## config.mk

```make
export PLATFORM = sky130hd
export DESIGN_NAME = mini_c_lexer_flat
export DESIGN_NICKNAME = d
export VERILOG_FILES = /design/src/rtl/core/mcl_pkg.sv /design/src/rtl/core/mcl_if.sv /design/src/rtl/core/mcl_lex_step.sv /design/src/rtl/core/mcl_res_fifo.sv /design/src/rtl/core/mini_c_lexer.sv /design/src/flat_wrapper.sv
export VERILOG_INCLUDE_DIRS = /design/src /design/src/rtl/core
export SDC_FILE = /design/constraint.sdc
export NUM_CORES = 1
export LEC_CHECK = 0
export BUFFER_PORTS_ARGS = -buffer_cell sky130_fd_sc_hd__buf_4
export CAP_MARGIN = 20
export CELL_PAD_IN_SITES_DETAIL_PLACEMENT = 1
export CELL_PAD_IN_SITES_GLOBAL_PLACEMENT = 2
export CORE_ASPECT_RATIO = 0.5
export CORE_MARGIN = 2
export CORE_UTILIZATION = 39
export CTS_BUF_LIST = sky130_fd_sc_hd__clkbuf_4
export DETAILED_ROUTE_END_ITERATION = 10
export PLACE_DENSITY = 0.77
export SLEW_MARGIN = 5
export SYNTH_ARGS = -nofsm -noshare
export SYNTH_HDL_FRONTEND = slang
export SYNTH_SLANG_ARGS = --single-unit
```

## constraint.sdc

```tcl
create_clock -name clk -period 5.88 [get_ports clk]
set_clock_uncertainty 0.2 [all_clocks]
set_input_delay 0.294 -clock clk [delete_from_list [all_inputs] [get_ports clk]]
set_output_delay 0.294 -clock clk [all_outputs]
set_load 0.02 [all_outputs]
```

## src/rtl/core/mini_c_lexer_macros.svh

```systemverilog
// Assertion macros shared by the lexer RTL.
// Included by files that carry concurrent checks; needs nothing else.
`ifndef MINI_C_LEXER_MACROS_SVH
`define MINI_C_LEXER_MACROS_SVH
`ifndef NO_ASSERTIONS
// Same-cycle implication, disabled during reset
`define MCL_ASSERT_IMPL(label, clk, rst_n, ante, cons) \
	label: assert property (@(posedge clk) disable iff (!rst_n) (ante) |-> (cons)) \
		else $error("mini_c_lexer check failed");
// Next-cycle implication, disabled during reset
`define MCL_ASSERT_NEXT(label, clk, rst_n, ante, cons) \
	label: assert property (@(posedge clk) disable iff (!rst_n) (ante) |=> (cons)) \
		else $error("mini_c_lexer check failed");
`else
`define MCL_ASSERT_IMPL(label, clk, rst_n, ante, cons)
`define MCL_ASSERT_NEXT(label, clk, rst_n, ante, cons)
`endif
`endif

```

## src/rtl/core/mcl_pkg.sv

```systemverilog
// Shared types, token codes and keyword tables of the mini C lexer.
// No dependencies; mcl_lex_step, mcl_res_fifo and mini_c_lexer refer to it by scoped names.
package mcl_pkg;

	localparam int POSITION_BITS_DEF = 16;
	localparam int LENGTH_BITS_DEF   = 8;
	localparam int FIFO_DEPTH        = 4;
	localparam int KW_COUNT          = 6;

	// Token codes
	localparam logic signed [5:0] TOK_IDENT   = 6'sd0;
	localparam logic signed [5:0] TOK_CHAR    = 6'sd1;
	localparam logic signed [5:0] TOK_STRING  = 6'sd2;
	localparam logic signed [5:0] TOK_NUMBER  = 6'sd3;
	localparam logic signed [5:0] TOK_GE      = 6'sd10;
	localparam logic signed [5:0] TOK_LE      = 6'sd11;
	localparam logic signed [5:0] TOK_EQ      = 6'sd12;
	localparam logic signed [5:0] TOK_ASSIGN  = 6'sd13;
	localparam logic signed [5:0] TOK_GT      = 6'sd14;
	localparam logic signed [5:0] TOK_LT      = 6'sd15;
	localparam logic signed [5:0] TOK_PLUS    = 6'sd16;
	localparam logic signed [5:0] TOK_MINUS   = 6'sd17;
	localparam logic signed [5:0] TOK_STAR    = 6'sd18;
	localparam logic signed [5:0] TOK_SLASH   = 6'sd19;
	localparam logic signed [5:0] TOK_LBRACE  = 6'sd20;
	localparam logic signed [5:0] TOK_RBRACE  = 6'sd21;
	localparam logic signed [5:0] TOK_COMMA   = 6'sd22;
	localparam logic signed [5:0] TOK_SEMI    = 6'sd23;
	localparam logic signed [5:0] TOK_LPAREN  = 6'sd24;
	localparam logic signed [5:0] TOK_RPAREN  = 6'sd25;
	localparam logic signed [5:0] TOK_SQUOTE  = 6'sd26;
	localparam logic signed [5:0] TOK_DQUOTE  = 6'sd27;
	localparam logic signed [5:0] TOK_LBRACK  = 6'sd28;
	localparam logic signed [5:0] TOK_RBRACK  = 6'sd29;
	localparam logic signed [5:0] TOK_UNKNOWN = -6'sd1;
	localparam logic signed [5:0] TOK_NONE    = 6'sd0;

	typedef enum logic [2:0] {
		MODE_IDLE,
		MODE_IDENT,
		MODE_NUMBER,
		MODE_REL,
		MODE_QUOTE
	} lex_mode_t;

	// Fixed-width part of the lexer state
	typedef struct packed {
		lex_mode_t   mode;
		logic [5:0]  kw_set;
		logic [4:0]  rel_code;
		logic        quote_kind;
	} lex_ctl_t;

	localparam logic [7:0] KW_TEXT [KW_COUNT][4] = '{
		'{"i", "n", "t", 8'h00},
		'{"m", "a", "i", "n"},
		'{"v", "o", "i", "d"},
		'{"i", "f", 8'h00, 8'h00},
		'{"e", "l", "s", "e"},
		'{"c", "h", "a", "r"}
	};
	localparam logic [2:0] KW_LEN [KW_COUNT] = '{3'd3, 3'd4, 3'd4, 3'd2, 3'd4, 3'd4};
	localparam logic signed [5:0] KW_CODE [KW_COUNT] =
		'{6'sd4, 6'sd5, 6'sd6, 6'sd7, 6'sd8, 6'sd9};

	function automatic logic is_letter(logic [7:0] c);
		return (c >= "a" && c <= "z") || (c >= "A" && c <= "Z");
	endfunction

	function automatic logic is_digit(logic [7:0] c);
		return c >= "0" && c <= "9";
	endfunction

	function automatic logic is_space(logic [7:0] c);
		return c == 8'd32 || (c >= 8'd9 && c <= 8'd13);
	endfunction

	// Narrow the set of keywords still matching by char c at index idx
	function automatic logic [5:0] kw_next(logic [5:0] set, logic [2:0] idx,
		logic [7:0] c);
		logic [5:0] nxt;
		nxt = '0;
		for (int k = 0; k < KW_COUNT; k++) begin
			if (set[k] && idx < KW_LEN[k] && KW_TEXT[k][idx[1:0]] == c)
				nxt[k] = 1'b1;
		end
		return nxt;
	endfunction

	// Keyword code on a full match at index idx, TOK_NONE otherwise
	function automatic logic signed [5:0] kw_hit(logic [5:0] set, logic [2:0] idx);
		logic signed [5:0] code;
		code = TOK_NONE;
		for (int k = KW_COUNT - 1; k >= 0; k--) begin
			if (set[k] && {1'b0, KW_LEN[k]} == {1'b0, idx} + 4'd1)
				code = KW_CODE[k];
		end
		return code;
	endfunction

	function automatic logic signed [5:0] symbol_code(logic [7:0] c);
		logic signed [5:0] code;
		case (c)
			"+": code = TOK_PLUS;
			"-": code = TOK_MINUS;
			"*": code = TOK_STAR;
			"/": code = TOK_SLASH;
			"{": code = TOK_LBRACE;
			"}": code = TOK_RBRACE;
			",": code = TOK_COMMA;
			";": code = TOK_SEMI;
			"(": code = TOK_LPAREN;
			")": code = TOK_RPAREN;
			"[": code = TOK_LBRACK;
			"]": code = TOK_RBRACK;
			default: code = TOK_UNKNOWN;
		endcase
		return code;
	endfunction

endpackage

```

## src/rtl/core/mcl_if.sv

```systemverilog
// Valid/ready channel interfaces: source characters in, tokens out.
// Depends on nothing; token widths are interface parameters.
interface mcl_char_if;
	logic       valid;
	logic       ready;
	logic [7:0] in_char;
	logic       is_end;

	modport source (output valid, output in_char, output is_end, input ready);
	modport sink   (input valid, input in_char, input is_end, output ready);
endinterface

interface mcl_token_if #(
	parameter int POSITION_BITS = 16,
	parameter int LENGTH_BITS   = 8
);
	logic                     valid;
	logic                     ready;
	logic signed [5:0]        token_code;
	logic [POSITION_BITS-1:0] token_start;
	logic [LENGTH_BITS-1:0]   token_length;
	logic                     last_of_run;

	modport source (output valid, output token_code, output token_start,
		output token_length, output last_of_run, input ready);
	modport sink   (input valid, input token_code, input token_start,
		input token_length, input last_of_run, output ready);
endinterface

```

## src/rtl/core/mcl_lex_step.sv

```systemverilog
// One lexer step: next state and up to two tokens for one character word.
// Pure combinational logic; uses mcl_pkg tables and types.
module mcl_lex_step #(
	parameter int POSITION_BITS = mcl_pkg::POSITION_BITS_DEF,
	parameter int LENGTH_BITS   = mcl_pkg::LENGTH_BITS_DEF
) (
	input  logic [7:0]               in_char,
	input  logic                     is_end,
	input  mcl_pkg::lex_ctl_t        ctl,
	input  logic [POSITION_BITS-1:0] start_pos,
	input  logic [LENGTH_BITS-1:0]   run_len,
	input  logic [POSITION_BITS-1:0] char_pos,
	output mcl_pkg::lex_ctl_t        ctl_nx,
	output logic [POSITION_BITS-1:0] start_pos_nx,
	output logic [LENGTH_BITS-1:0]   run_len_nx,
	output logic [POSITION_BITS-1:0] char_pos_nx,
	output logic [1:0]               res_count,
	output logic signed [5:0]        res_code  [2],
	output logic [POSITION_BITS-1:0] res_start [2],
	output logic [LENGTH_BITS-1:0]   res_len   [2]
);

	localparam logic [LENGTH_BITS-1:0] LEN_MAX = '1;
	localparam logic [LENGTH_BITS-1:0] LEN_ONE = LENGTH_BITS'(1);
	localparam logic [LENGTH_BITS-1:0] LEN_TWO = LENGTH_BITS'(2);

	logic                     alnum;
	logic                     ident_cont;
	logic [5:0]               kw_in;
	logic [2:0]               kw_idx;
	logic [5:0]               kw_nxt;
	logic signed [5:0]        kw_code;
	logic [LENGTH_BITS-1:0]   run_inc;
	logic [POSITION_BITS-1:0] pos_inc;
	logic signed [5:0]        quote_code;

	assign alnum      = mcl_pkg::is_letter(in_char) || mcl_pkg::is_digit(in_char);
	assign ident_cont = (ctl.mode == mcl_pkg::MODE_IDENT) && alnum;
	assign run_inc    = (run_len == LEN_MAX) ? LEN_MAX : run_len + LEN_ONE;
	assign pos_inc    = char_pos + POSITION_BITS'(1);
	assign quote_code = ctl.quote_kind ? mcl_pkg::TOK_DQUOTE : mcl_pkg::TOK_SQUOTE;

	// Share one keyword matcher between continuing and starting an identifier
	assign kw_in   = ident_cont ? ctl.kw_set : 6'h3F;
	assign kw_idx  = !ident_cont ? 3'd0 :
		(run_len > LENGTH_BITS'(7)) ? 3'd7 : run_len[2:0];
	assign kw_nxt  = mcl_pkg::kw_next(kw_in, kw_idx, in_char);
	assign kw_code = mcl_pkg::kw_hit(kw_nxt, kw_idx);

	always_comb begin
		logic [1:0]               m_n;
		logic signed [5:0]        m_code [2];
		logic [POSITION_BITS-1:0] m_start [2];
		logic [LENGTH_BITS-1:0]   m_len [2];
		logic                     f_v;
		logic signed [5:0]        f_code;
		logic [POSITION_BITS-1:0] f_start;
		logic                     consumed;

		m_n        = 2'd0;
		m_code     = '{mcl_pkg::TOK_NONE, mcl_pkg::TOK_NONE};
		m_start    = '{'0, '0};
		m_len      = '{'0, '0};
		f_v        = 1'b0;
		f_code     = mcl_pkg::TOK_NONE;
		f_start    = char_pos;
		consumed   = 1'b0;
		ctl_nx       = ctl;
		start_pos_nx = start_pos;
		run_len_nx   = run_len;
		char_pos_nx  = char_pos;

		if (is_end) begin
			// Flush whatever is pending, then return to reset state
			case (ctl.mode)
				mcl_pkg::MODE_IDENT: begin
					m_n = 2'd1;
					m_code[0] = mcl_pkg::TOK_IDENT;
					m_start[0] = start_pos;
					m_len[0] = run_len;
				end
				mcl_pkg::MODE_NUMBER: begin
					m_n = 2'd1;
					m_code[0] = mcl_pkg::TOK_NUMBER;
					m_start[0] = start_pos;
					m_len[0] = run_len;
				end
				mcl_pkg::MODE_REL: begin
					m_n = 2'd1;
					m_code[0] = $signed({1'b0, ctl.rel_code});
					m_start[0] = start_pos;
					m_len[0] = LEN_ONE;
				end
				mcl_pkg::MODE_QUOTE: begin
					m_n = 2'd2;
					m_code[0] = ctl.quote_kind ? mcl_pkg::TOK_STRING : mcl_pkg::TOK_CHAR;
					m_start[0] = start_pos;
					m_len[0] = run_len;
					m_code[1] = quote_code;
					m_start[1] = char_pos;
					m_len[1] = LEN_ONE;
				end
				default: m_n = 2'd0;
			endcase
			ctl_nx.mode       = mcl_pkg::MODE_IDLE;
			ctl_nx.kw_set     = '0;
			ctl_nx.rel_code   = '0;
			ctl_nx.quote_kind = 1'b0;
			start_pos_nx      = '0;
			run_len_nx        = '0;
			char_pos_nx       = '0;
		end else if (!mcl_pkg::is_space(in_char)) begin
			char_pos_nx = pos_inc;
			// Continue or close the pending token
			case (ctl.mode)
				mcl_pkg::MODE_IDENT: begin
					if (alnum) begin
						run_len_nx = run_inc;
						ctl_nx.kw_set = kw_nxt;
						if (kw_code != mcl_pkg::TOK_NONE) begin
							m_n = 2'd1;
							m_code[0] = kw_code;
							m_start[0] = start_pos;
							m_len[0] = run_inc;
							ctl_nx.mode = mcl_pkg::MODE_IDLE;
						end
						consumed = 1'b1;
					end else begin
						m_n = 2'd1;
						m_code[0] = mcl_pkg::TOK_IDENT;
						m_start[0] = start_pos;
						m_len[0] = run_len;
						ctl_nx.mode = mcl_pkg::MODE_IDLE;
					end
				end
				mcl_pkg::MODE_NUMBER: begin
					if (mcl_pkg::is_digit(in_char)) begin
						run_len_nx = run_inc;
						consumed = 1'b1;
					end else begin
						m_n = 2'd1;
						m_code[0] = mcl_pkg::TOK_NUMBER;
						m_start[0] = start_pos;
						m_len[0] = run_len;
						ctl_nx.mode = mcl_pkg::MODE_IDLE;
					end
				end
				mcl_pkg::MODE_REL: begin
					m_n = 2'd1;
					m_start[0] = start_pos;
					if (in_char == "=") begin
						m_code[0] = (ctl.rel_code == mcl_pkg::TOK_ASSIGN[4:0]) ? mcl_pkg::TOK_EQ :
							(ctl.rel_code == mcl_pkg::TOK_GT[4:0]) ? mcl_pkg::TOK_GE :
							mcl_pkg::TOK_LE;
						m_len[0] = LEN_TWO;
						consumed = 1'b1;
					end else begin
						m_code[0] = $signed({1'b0, ctl.rel_code});
						m_len[0] = LEN_ONE;
					end
					ctl_nx.mode = mcl_pkg::MODE_IDLE;
				end
				mcl_pkg::MODE_QUOTE: begin
					if (mcl_pkg::is_letter(in_char)) begin
						run_len_nx = run_inc;
					end else begin
						m_n = 2'd2;
						m_code[0] = ctl.quote_kind ? mcl_pkg::TOK_STRING : mcl_pkg::TOK_CHAR;
						m_start[0] = start_pos;
						m_len[0] = run_len;
						m_code[1] = quote_code;
						m_start[1] = char_pos;
						m_len[1] = LEN_ONE;
						ctl_nx.mode = mcl_pkg::MODE_IDLE;
					end
					consumed = 1'b1;
				end
				default: ctl_nx.mode = mcl_pkg::MODE_IDLE;
			endcase

			// Lex the character afresh when it was not taken above
			if (!consumed) begin
				start_pos_nx = char_pos;
				run_len_nx   = LEN_ONE;
				f_start      = char_pos;
				if (mcl_pkg::is_letter(in_char)) begin
					ctl_nx.mode   = mcl_pkg::MODE_IDENT;
					ctl_nx.kw_set = kw_nxt;
					if (kw_code != mcl_pkg::TOK_NONE) begin
						f_v = 1'b1;
						f_code = kw_code;
						ctl_nx.mode = mcl_pkg::MODE_IDLE;
					end
				end else if (mcl_pkg::is_digit(in_char)) begin
					ctl_nx.mode = mcl_pkg::MODE_NUMBER;
				end else if (in_char == "=" || in_char == ">" || in_char == "<") begin
					ctl_nx.mode = mcl_pkg::MODE_REL;
					ctl_nx.rel_code = (in_char == "=") ? mcl_pkg::TOK_ASSIGN[4:0] :
						(in_char == ">") ? mcl_pkg::TOK_GT[4:0] : mcl_pkg::TOK_LT[4:0];
				end else if (in_char == "'" || in_char == "\"") begin
					ctl_nx.quote_kind = (in_char == "\"");
					ctl_nx.mode = mcl_pkg::MODE_QUOTE;
					f_v = 1'b1;
					f_code = (in_char == "\"") ? mcl_pkg::TOK_DQUOTE : mcl_pkg::TOK_SQUOTE;
					start_pos_nx = pos_inc;
					run_len_nx = '0;
				end else begin
					f_v = 1'b1;
					f_code = mcl_pkg::symbol_code(in_char);
				end
			end
		end

		// Order tokens: closing ones first, then the fresh one
		res_count    = m_n + {1'b0, f_v};
		res_code[0]  = (m_n != 2'd0) ? m_code[0] : f_code;
		res_start[0] = (m_n != 2'd0) ? m_start[0] : f_start;
		res_len[0]   = (m_n != 2'd0) ? m_len[0] : LEN_ONE;
		res_code[1]  = (m_n == 2'd2) ? m_code[1] : f_code;
		res_start[1] = (m_n == 2'd2) ? m_start[1] : f_start;
		res_len[1]   = (m_n == 2'd2) ? m_len[1] : LEN_ONE;
	end

endmodule

```

## src/rtl/core/mcl_res_fifo.sv

```systemverilog
// Token queue: takes up to two tokens per cycle, hands out one per out_ready cycle.
// Register array with head/tail pointers; uses mcl_pkg and the macro header.
`include "mini_c_lexer_macros.svh"
module mcl_res_fifo #(
	parameter int POSITION_BITS = mcl_pkg::POSITION_BITS_DEF,
	parameter int LENGTH_BITS   = mcl_pkg::LENGTH_BITS_DEF,
	parameter int DEPTH         = mcl_pkg::FIFO_DEPTH
) (
	input  logic                     clk,
	input  logic                     arst_n,
	input  logic [1:0]               push_count,
	input  logic signed [5:0]        push_code  [2],
	input  logic [POSITION_BITS-1:0] push_start [2],
	input  logic [LENGTH_BITS-1:0]   push_len   [2],
	output logic                     room_two,
	input  logic                     out_ready,
	output logic                     out_valid,
	output logic signed [5:0]        out_code,
	output logic [POSITION_BITS-1:0] out_start,
	output logic [LENGTH_BITS-1:0]   out_len,
	output logic                     out_last
);

	localparam int PTR_W = (DEPTH > 1) ? $clog2(DEPTH) : 1;
	localparam int CNT_W = $clog2(DEPTH + 1);

	logic signed [5:0]        code_q  [DEPTH];
	logic [POSITION_BITS-1:0] start_q [DEPTH];
	logic [LENGTH_BITS-1:0]   len_q   [DEPTH];
	logic                     last_q  [DEPTH];
	logic [PTR_W-1:0]         wr_ptr_q;
	logic [PTR_W-1:0]         rd_ptr_q;
	logic [CNT_W-1:0]         cnt_q;
	logic                     pop;
	logic [PTR_W-1:0]         wr_ptr1;

	assign pop       = out_valid && out_ready;
	assign out_valid = (cnt_q != '0);
	assign room_two  = (CNT_W'(DEPTH) - cnt_q + CNT_W'(pop)) >= CNT_W'(2);
	assign wr_ptr1   = (wr_ptr_q == PTR_W'(DEPTH - 1)) ? '0 : wr_ptr_q + PTR_W'(1);

	assign out_code  = code_q[rd_ptr_q];
	assign out_start = start_q[rd_ptr_q];
	assign out_len   = len_q[rd_ptr_q];
	assign out_last  = last_q[rd_ptr_q];

	// Store incoming tokens; the last one of a word carries the run mark
	always_ff @(posedge clk) begin
		if (push_count != 2'd0) begin
			code_q[wr_ptr_q]  <= push_code[0];
			start_q[wr_ptr_q] <= push_start[0];
			len_q[wr_ptr_q]   <= push_len[0];
			last_q[wr_ptr_q]  <= (push_count == 2'd1);
		end
		if (push_count == 2'd2) begin
			code_q[wr_ptr1]  <= push_code[1];
			start_q[wr_ptr1] <= push_start[1];
			len_q[wr_ptr1]   <= push_len[1];
			last_q[wr_ptr1]  <= 1'b1;
		end
	end

	// Advance pointers and occupancy
	always_ff @(posedge clk or negedge arst_n) begin
		if (!arst_n) begin
			wr_ptr_q <= '0;
			rd_ptr_q <= '0;
			cnt_q    <= '0;
		end else begin
			if (push_count == 2'd1)
				wr_ptr_q <= wr_ptr1;
			else if (push_count == 2'd2)
				wr_ptr_q <= (wr_ptr1 == PTR_W'(DEPTH - 1)) ? '0 : wr_ptr1 + PTR_W'(1);
			if (pop)
				rd_ptr_q <= (rd_ptr_q == PTR_W'(DEPTH - 1)) ? '0 : rd_ptr_q + PTR_W'(1);
			cnt_q <= cnt_q + CNT_W'(push_count) - CNT_W'(pop);
		end
	end

	`MCL_ASSERT_IMPL(a_push_fits, clk, arst_n, push_count != 2'd0, room_two)
	`MCL_ASSERT_NEXT(a_cnt_tracks, clk, arst_n, push_count == 2'd0 && !pop, $stable(cnt_q))

endmodule

```

## src/rtl/core/mini_c_lexer.sv

```systemverilog
// Streaming lexer for a small C subset. One character word is taken per clock
// through the chars channel whenever the token queue has room for two tokens;
// whitespace is dropped without a token. Each word passes an input register
// and one combinational lexer step; its tokens are written into the token queue,
// whose head drives the tokens channel. A word closing a quote body, or ending
// a pending token while starting a new symbol, yields two tokens; the output
// port moves one token per cycle while tokens.ready is high, so such words use
// the port twice and that port sets the sustained rate, while the four-entry
// token queue only absorbs short bursts and output stalls. An is_end word flushes
// the pending token and returns the lexer to its reset state.
// Depends on mcl_pkg, mcl_if, mcl_lex_step, mcl_res_fifo and the macro header.
`include "mini_c_lexer_macros.svh"
module mini_c_lexer #(
	parameter int POSITION_BITS = mcl_pkg::POSITION_BITS_DEF,
	parameter int LENGTH_BITS   = mcl_pkg::LENGTH_BITS_DEF
) (
	input  logic          clk,
	input  logic          arst_n,
	mcl_char_if.sink      chars,
	mcl_token_if.source   tokens
);

	logic                     valid_s1;
	logic [7:0]               char_s1;
	logic                     end_s1;
	logic                     fire_s1;
	logic                     room_two;

	mcl_pkg::lex_ctl_t        ctl_q;
	mcl_pkg::lex_ctl_t        ctl_nx;
	logic [POSITION_BITS-1:0] start_pos_q;
	logic [POSITION_BITS-1:0] start_pos_nx;
	logic [LENGTH_BITS-1:0]   run_len_q;
	logic [LENGTH_BITS-1:0]   run_len_nx;
	logic [POSITION_BITS-1:0] char_pos_q;
	logic [POSITION_BITS-1:0] char_pos_nx;

	logic [1:0]               res_count;
	logic signed [5:0]        res_code  [2];
	logic [POSITION_BITS-1:0] res_start [2];
	logic [LENGTH_BITS-1:0]   res_len   [2];
	logic [1:0]               push_count;

	assign fire_s1     = valid_s1 && room_two;
	assign chars.ready = !valid_s1 || room_two;
	assign push_count  = fire_s1 ? res_count : 2'd0;

	// Hold the input word until the lexer step can retire it
	always_ff @(posedge clk or negedge arst_n) begin
		if (!arst_n) begin
			valid_s1 <= 1'b0;
		end else if (chars.ready) begin
			valid_s1 <= chars.valid;
		end
	end

	always_ff @(posedge clk) begin
		if (chars.valid && chars.ready) begin
			char_s1 <= chars.in_char;
			end_s1  <= chars.is_end;
		end
	end

	// Advance lexer state when a word retires
	always_ff @(posedge clk or negedge arst_n) begin
		if (!arst_n) begin
			ctl_q       <= '{mode: mcl_pkg::MODE_IDLE, kw_set: '0, rel_code: '0,
				quote_kind: 1'b0};
			start_pos_q <= '0;
			run_len_q   <= '0;
			char_pos_q  <= '0;
		end else if (fire_s1) begin
			ctl_q       <= ctl_nx;
			start_pos_q <= start_pos_nx;
			run_len_q   <= run_len_nx;
			char_pos_q  <= char_pos_nx;
		end
	end

	mcl_lex_step #(
		.POSITION_BITS (POSITION_BITS),
		.LENGTH_BITS   (LENGTH_BITS)
	) u_step (
		.in_char      (char_s1),
		.is_end       (end_s1),
		.ctl          (ctl_q),
		.start_pos    (start_pos_q),
		.run_len      (run_len_q),
		.char_pos     (char_pos_q),
		.ctl_nx       (ctl_nx),
		.start_pos_nx (start_pos_nx),
		.run_len_nx   (run_len_nx),
		.char_pos_nx  (char_pos_nx),
		.res_count    (res_count),
		.res_code     (res_code),
		.res_start    (res_start),
		.res_len      (res_len)
	);

	mcl_res_fifo #(
		.POSITION_BITS (POSITION_BITS),
		.LENGTH_BITS   (LENGTH_BITS),
		.DEPTH         (mcl_pkg::FIFO_DEPTH)
	) u_fifo (
		.clk        (clk),
		.arst_n     (arst_n),
		.push_count (push_count),
		.push_code  (res_code),
		.push_start (res_start),
		.push_len   (res_len),
		.room_two   (room_two),
		.out_ready  (tokens.ready),
		.out_valid  (tokens.valid),
		.out_code   (tokens.token_code),
		.out_start  (tokens.token_start),
		.out_len    (tokens.token_length),
		.out_last   (tokens.last_of_run)
	);

	`MCL_ASSERT_NEXT(a_end_resets, clk, arst_n, fire_s1 && end_s1, ctl_q.mode == mcl_pkg::MODE_IDLE && char_pos_q == '0)
	`MCL_ASSERT_NEXT(a_space_keeps_pos, clk, arst_n, fire_s1 && !end_s1 && mcl_pkg::is_space(char_s1), $stable(char_pos_q))
	`MCL_ASSERT_NEXT(a_stalled_word_held, clk, arst_n, valid_s1 && !room_two, valid_s1 && $stable(char_s1) && $stable(end_s1))

endmodule
```

## src/flat_wrapper.sv

```systemverilog
// flat-port wrapper written by rule: the top's interface ports become plain ports
module mini_c_lexer_flat 
#(
	parameter int POSITION_BITS = mcl_pkg::POSITION_BITS_DEF,
	parameter int LENGTH_BITS   = mcl_pkg::LENGTH_BITS_DEF
)
  (clk, arst_n, chars_valid, chars_in_char, chars_is_end, chars_ready, tokens_valid, tokens_token_code, tokens_token_start, tokens_token_length, tokens_last_of_run, tokens_ready);
  mcl_char_if chars_i ();
  mcl_token_if #(.POSITION_BITS(POSITION_BITS), .LENGTH_BITS(LENGTH_BITS)) tokens_i ();
  input  logic clk;
  input  logic arst_n;
  input wire logic [$bits(chars_i.valid)-1:0] chars_valid;
  input wire logic [$bits(chars_i.in_char)-1:0] chars_in_char;
  input wire logic [$bits(chars_i.is_end)-1:0] chars_is_end;
  output wire logic [$bits(chars_i.ready)-1:0] chars_ready;
  output wire logic [$bits(tokens_i.valid)-1:0] tokens_valid;
  output wire logic [$bits(tokens_i.token_code)-1:0] tokens_token_code;
  output wire logic [$bits(tokens_i.token_start)-1:0] tokens_token_start;
  output wire logic [$bits(tokens_i.token_length)-1:0] tokens_token_length;
  output wire logic [$bits(tokens_i.last_of_run)-1:0] tokens_last_of_run;
  input wire logic [$bits(tokens_i.ready)-1:0] tokens_ready;
  assign chars_i.valid = chars_valid;
  assign chars_i.in_char = chars_in_char;
  assign chars_i.is_end = chars_is_end;
  assign chars_ready = chars_i.ready;
  assign tokens_valid = tokens_i.valid;
  assign tokens_token_code = tokens_i.token_code;
  assign tokens_token_start = tokens_i.token_start;
  assign tokens_token_length = tokens_i.token_length;
  assign tokens_last_of_run = tokens_i.last_of_run;
  assign tokens_i.ready = tokens_ready;
  mini_c_lexer #(.POSITION_BITS(POSITION_BITS), .LENGTH_BITS(LENGTH_BITS)) u_core (.clk(clk), .arst_n(arst_n), .chars(chars_i), .tokens(tokens_i));
endmodule
```

# Word-level counts from Yosys, hierarchy flattened
# Memories as Yosys holds them, arrays and structs flattened.
# Cells that the tools add are included.
dict set report totals {
  reg_bits 72
  ramBits 124
  inputBits 13
  out_inout_bits 33
  mem_count 4
}
dict set report op_classes {
  add_sub_neg 11
  n_lt_le_gt_ge 14
  eq_ne 49
  n_mux 159
  n_bitwise 1
  reduce_logical 49
}
# memory words word_bits read_ports rd_clocked_by_memory_dff write_ports line_no
set memory_table {}
lappend memory_table {u_core.u_fifo.start_q 4 16 1 0 2 mcl_res_fifo.sv:28} ;# logic [POSITION_BITS-1:0] start_q [DEPTH];
lappend memory_table {u_core.u_fifo.len_q 4 8 1 0 2 mcl_res_fifo.sv:29} ;# logic [LENGTH_BITS-1:0] len_q [DEPTH];
lappend memory_table {u_core.u_fifo.code_q 4 6 1 0 2 mcl_res_fifo.sv:27} ;# logic signed [5:0] code_q [DEPTH];
lappend memory_table {u_core.u_fifo.last_q 4 1 1 0 2 mcl_res_fifo.sv:30} ;# logic last_q [DEPTH];
# cell n
set op_table {}
lappend op_table {{two-way mux 16 bit} 20}
lappend op_table {{two-way mux 8 bit} 26}
lappend op_table {{two-way mux 6 bit} 23}
lappend op_table {{equality test 8 x 6 -> 1 bit (second input constant)} 14}
lappend op_table {{binary-select mux 8 bit (select 2 bit)} 6}
lappend op_table {{two-way mux 32 bit} 3}
lappend op_table {{case mux 6 bit (12 select lines)} 1}
lappend op_table {{case mux 16 bit (4 select lines)} 1}
lappend op_table {{equality test 8 bit} 6}
lappend op_table {{two-way mux 15 bit} 3}
lappend op_table {{two-way mux 1 bit} 36}
lappend op_table {{two-way mux 3 bit} 11}
lappend op_table {{equality test 8 x 7 -> 1 bit (second input constant)} 4}
lappend op_table {{case mux 8 bit (4 select lines)} 1}
lappend op_table {{two-way mux 2 bit} 14}
lappend op_table {{logical AND 1 bit} 26}
lappend op_table {{two-way mux 12 bit} 2}
lappend op_table {{case mux 6 bit (4 select lines)} 1}
lappend op_table {{case mux 8 bit (3 select lines)} 1}
lappend op_table {{adder 16 x 1 -> 16 bit (second input constant)} 1}
lappend op_table {{>= comparator 8 x 7 -> 1 bit (second input constant)} 2}
lappend op_table {{<= comparator 8 x 7 -> 1 bit (second input constant)} 2}
lappend op_table {{case mux 8 bit (2 select lines)} 1}
lappend op_table {{two-way mux 5 bit} 3}
lappend op_table {{47 further kinds} 75}

# Logic depth before layout (Yosys ltp)
dict set report logic_depth {
  ltp_word 31
  ltp_mapped 27
  ltp_nobuf 23
}

# Hierarchy
# Synthesis repeated with hierarchy kept, for this count alone.
dict set report hier_totals {
  cells_unflattened 1132
  area_unflattened_um2 12987.5
}
# module n_inst cells_each area_per_inst_um2 seq_area_each_um2
set by_module_without_submodules {}
lappend by_module_without_submodules {mcl_res_fifo 1 368 6671.4 3858.7}
lappend by_module_without_submodules {mcl_lex_step 1 633 3895.0 0.0}
lappend by_module_without_submodules {mini_c_lexer 1 131 2421.1 1671.6}

# Worst setup path after synthesis
# Ideal clock, no wire load.
dict set report synth_timing {
  path_type {register to register}
  from {reg u_core.char_s1[1]}
  to {mem u_core.u_fifo.start_q[0][10], data pin}
  setup_ns 0.260
  arrival_time_ns 5.590
  required_time_ns 5.420
  setup_slack_ns -0.171
  path_stages_with_launch 26
  path_buffers 4
  path_cell_list {edfxtp_1 -> buf_6 -> or3_4 -> o221a_4 -> o21ai_4 -> buf_6 -> a21o_1 -> ha_1 -> xnor2_1 -> or4b_1 -> or4_1 -> o22ai_2 -> o22ai_2 -> nand2_1 -> nor2_1 -> o31ai_1 -> ha_1 -> xnor2_1 -> nand2b_1 -> inv_1 -> ha_1 -> and2_1 -> buf_1 -> nor2_8 -> buf_6 -> mux2_4}
}
# element line_no
set synth_rtl {}
lappend synth_rtl {{start, declared} mini_c_lexer.sv:24} ;# logic [7:0] char_s1;
lappend synth_rtl {{start signal, assigned} mini_c_lexer.sv:59} ;# char_s1 <= chars.in_char;
lappend synth_rtl {{end, declared} mcl_res_fifo.sv:28}

==> qor.csv <==
metric,value,unit
status,"complete, no violations",
worst slack at placement,-57.2,ps
P&R area growth vs syn,17.0,%
Mapped Cells,1066,
power per cell area,400,nW/µm²
"Avg Cell Area, Syn",10.7,µm²
ranking of synthesized cells by area,"edfxtp_1 27%, dfrtp_1 13%, mux4_2 6.1%",
Ys Warns,0,
critical path class,register to register,
drc violations,0,
clock sinks,194,
Max clock buf depth,2,
Min Hold Slack,72.7,ps
CTS buffer count,17,
Row Count,44,
post-synth top area share,0.266,
Crit path top cell by count,buf_4,
TritonCTS clock tree,done,
MaxCap Viol Count,0,
largest net degree at the start of global routing,62,
Post-Route WL,33800,µm
worst setup margin,145,ps
leak pwr,5.00,nW
worst stage delay on the critical path,550,ps
Initial Util,0.395,
initial antenna violation count,1,
period utilization,0.975,
Die Span Y,125,µm
GP Congestion,0.888,
post-route ant nets,0,
Comb pwr share,0.494,
PortBufs,45,
"CP delay by family, top",simple AND/OR/NAND/NOR gates,
post-synth net total,1105,
H-tree lvl count,4,
nets,1198,
Tot GR Track Use,0.228,
1st-pass router iterations,6,
sw frac,0.420,
num ports,46,
grt ovf,0,
vias in the first global route,9338,
Post-synth EDFFs,101,
Cell Int Power,3.10,mW
first-pass GRT wire length,53700,µm
DP HPWL,23500,µm
Root Driver,clkbuf_4,
share of cells above drive strength 1,0.282,
Tmin final,5740,ps
dominant synthesized flop cell,edfxtp_1,
peak supply drop,0.194,mV
Via density,5.68,
mapped cell area,11400,µm²
Worst Path Arrival,5940,ps
Psw,2.24,mW
crit path launch type,register,
fill cell count,3136,
Synth cell types,89,
most frequent cell after synthesis,nand2_1,
Worst Tran Pin Value,1030,ps
WP buf/inv,5,
Die W,246,µm
die area,30700,µm²
register area share after synthesis,0.456,
register bit total from synthesis,194,
hold crit path type,input pin to asynchronous set/reset pin,
max-slew violations,0,
"Slowest-stage cell, CP",or4b_4,
routed vias,8879,
Reg power frac,0.363,
"area leader, netlist",edfxtp_1,
Worst setup EP type,register,
Final setup viols,0,
Max Fclk,0.174,GHz
endpoints failing hold,0,
Slew headroom,0.311,
clock share of power,0.143,
Core Area,28900,µm²
"Reg clk slew, reported paths",160,ps
"critical path fanouts, max",8,
synth cell count leaders,"119 x nand2_1, 101 x edfxtp_1, 76 x a21oi_1",
"Clk Latency, worst-skew pair",640,ps
Worst Path Required,6090,ps
Starting DRT DRC Count,500,
drt wl/cell,21.6,µm
"FFs w/ async S/R, synth",0.314,
overall power,5.33,mW
[routing by layer]
layer | GRT usage | share of wire | vias to the layer above
met2 | 0.358 | 0.47 | 156
met5 | 0 | 0 | -
met1 | 0.324 | 0.48 | 4559
met3 | 0.0368 | 0.030 | 40
met4 | 0.0652 | 0.018 | 0
li1 | - | - | 4124
[placed cells by master, fill, tap and decap left out, drive strengths merged, types with 21 or more instances in the layout]
cell      n
buf     145
nand2   119
edfxtp  101
a21oi    76
mux2     68
nor2     67
o21ai    66
dfrtp    61
nand3    47
dfxtp    32
mux4     31
ha       25
inv      22
nor3     21
[power by group through the flow]
stage                     logic, mW  clock network (mW)  registers, mW
after global routing           2.88               0.836           1.97
after floorplan                1.66                   0           1.90
after CTS                      2.59               0.787           1.93
after global placement         2.49                   0           1.95
final                          2.64               0.762           1.94
after detailed placement       2.56                   0           1.97
[final timing paths]
| check | from | end | slack (ps) | depth (start not counted) |
|---|---|---|---|---|
| max | u_core.char_s1[2]$_DFFE_PP_ | u_core.u_fifo.start_q[3][1]$_DFFE_PP_ | 140 | 25 |
| min | arst_n | u_core.char_pos_q[5]$_DFFE_PN0P_ | 70 | 2 |
| max reg2reg | u_core.char_s1[2]$_DFFE_PP_ | u_core.u_fifo.start_q[3][1]$_DFFE_PP_ | 140 | 25 |
| min reg2reg | u_core.u_fifo.len_q[0][6]$_SDFFE_PP0N_ | u_core.u_fifo.len_q[0][6]$_SDFFE_PP0N_ | 270 | 2 |
| max in group asynchronous | arst_n | u_core.u_fifo.rd_ptr_q[0]$_DFFE_PN0P_ | 4730 | 2 |
| min in group clk | chars_in_char[4] | u_core.char_s1[4]$_DFFE_PP_ | 150 | 2 |
[sequential cells by signal, summed over array words and instances (netlist names)]
register                cells
u_core.u_fifo.wr_ptr_q      2
u_core.u_fifo.rd_ptr_q      2
u_core.ctl_q               13
u_core.valid_s1             1
u_core.char_s1              8
u_core.u_fifo.code_q       24
u_core.u_fifo.cnt_q         3
u_core.run_len_q            8
u_core.end_s1               1
u_core.start_pos_q         16
u_core.u_fifo.start_q      64
u_core.u_fifo.len_q        32
u_core.char_pos_q          16
u_core.u_fifo.last_q        4
[per-stage QoR]
step,TNS [ps],util,instances,instance area (µm²)
2_1_floorplan,0,-,1066,11500
3_3_place_gp,0,0.438,1500,12700
3_5_place_dp,-2300,0.438,1500,12700
4_1_cts,0,0.454,1551,13100
5_1_grt,-2310,0.462,1564,13300
6_report,0,0.462,1564,13300
[layout make-up]
class | count | area, µm² | share of cell area
multi-input cells | 768 | 5920 | 0.444
flip-flops and latches | 194 | 5200 | 0.390
repair buffers | 158 | 1370 | 0.103
well taps | 391 | 489 | 0.0367
clock buffers | 20 | 150 | 0.0113
clock inverters | 12 | 134 | 0.0100
inverters | 20 | 75.1 | 0.00563
diodes | 1 | 2.50 | 0.000188
[cell families after synthesis]
kind of cell	after synthesis	synth area share
XOR/XNOR	36	0.0277
adder cells (fa/ha/maj)	26	0.0292
AND/OR/NAND/NOR	352	0.160
multiplexers	113	0.150
AO/OA/AOI/OAI	241	0.137
buffers and inverters	104	0.0402
flip-flops	194	0.456
[repair_timing]
action                                  CTS  global route
pin swaps                                 2            11
endpoints found under the hold margin    73             0
setup buffers                             6            12
gates resized for setup                   5            31
endpoints found under the setup margin   77           220
hold buffers                             13             0
Power figures use the tool's default switching activity.
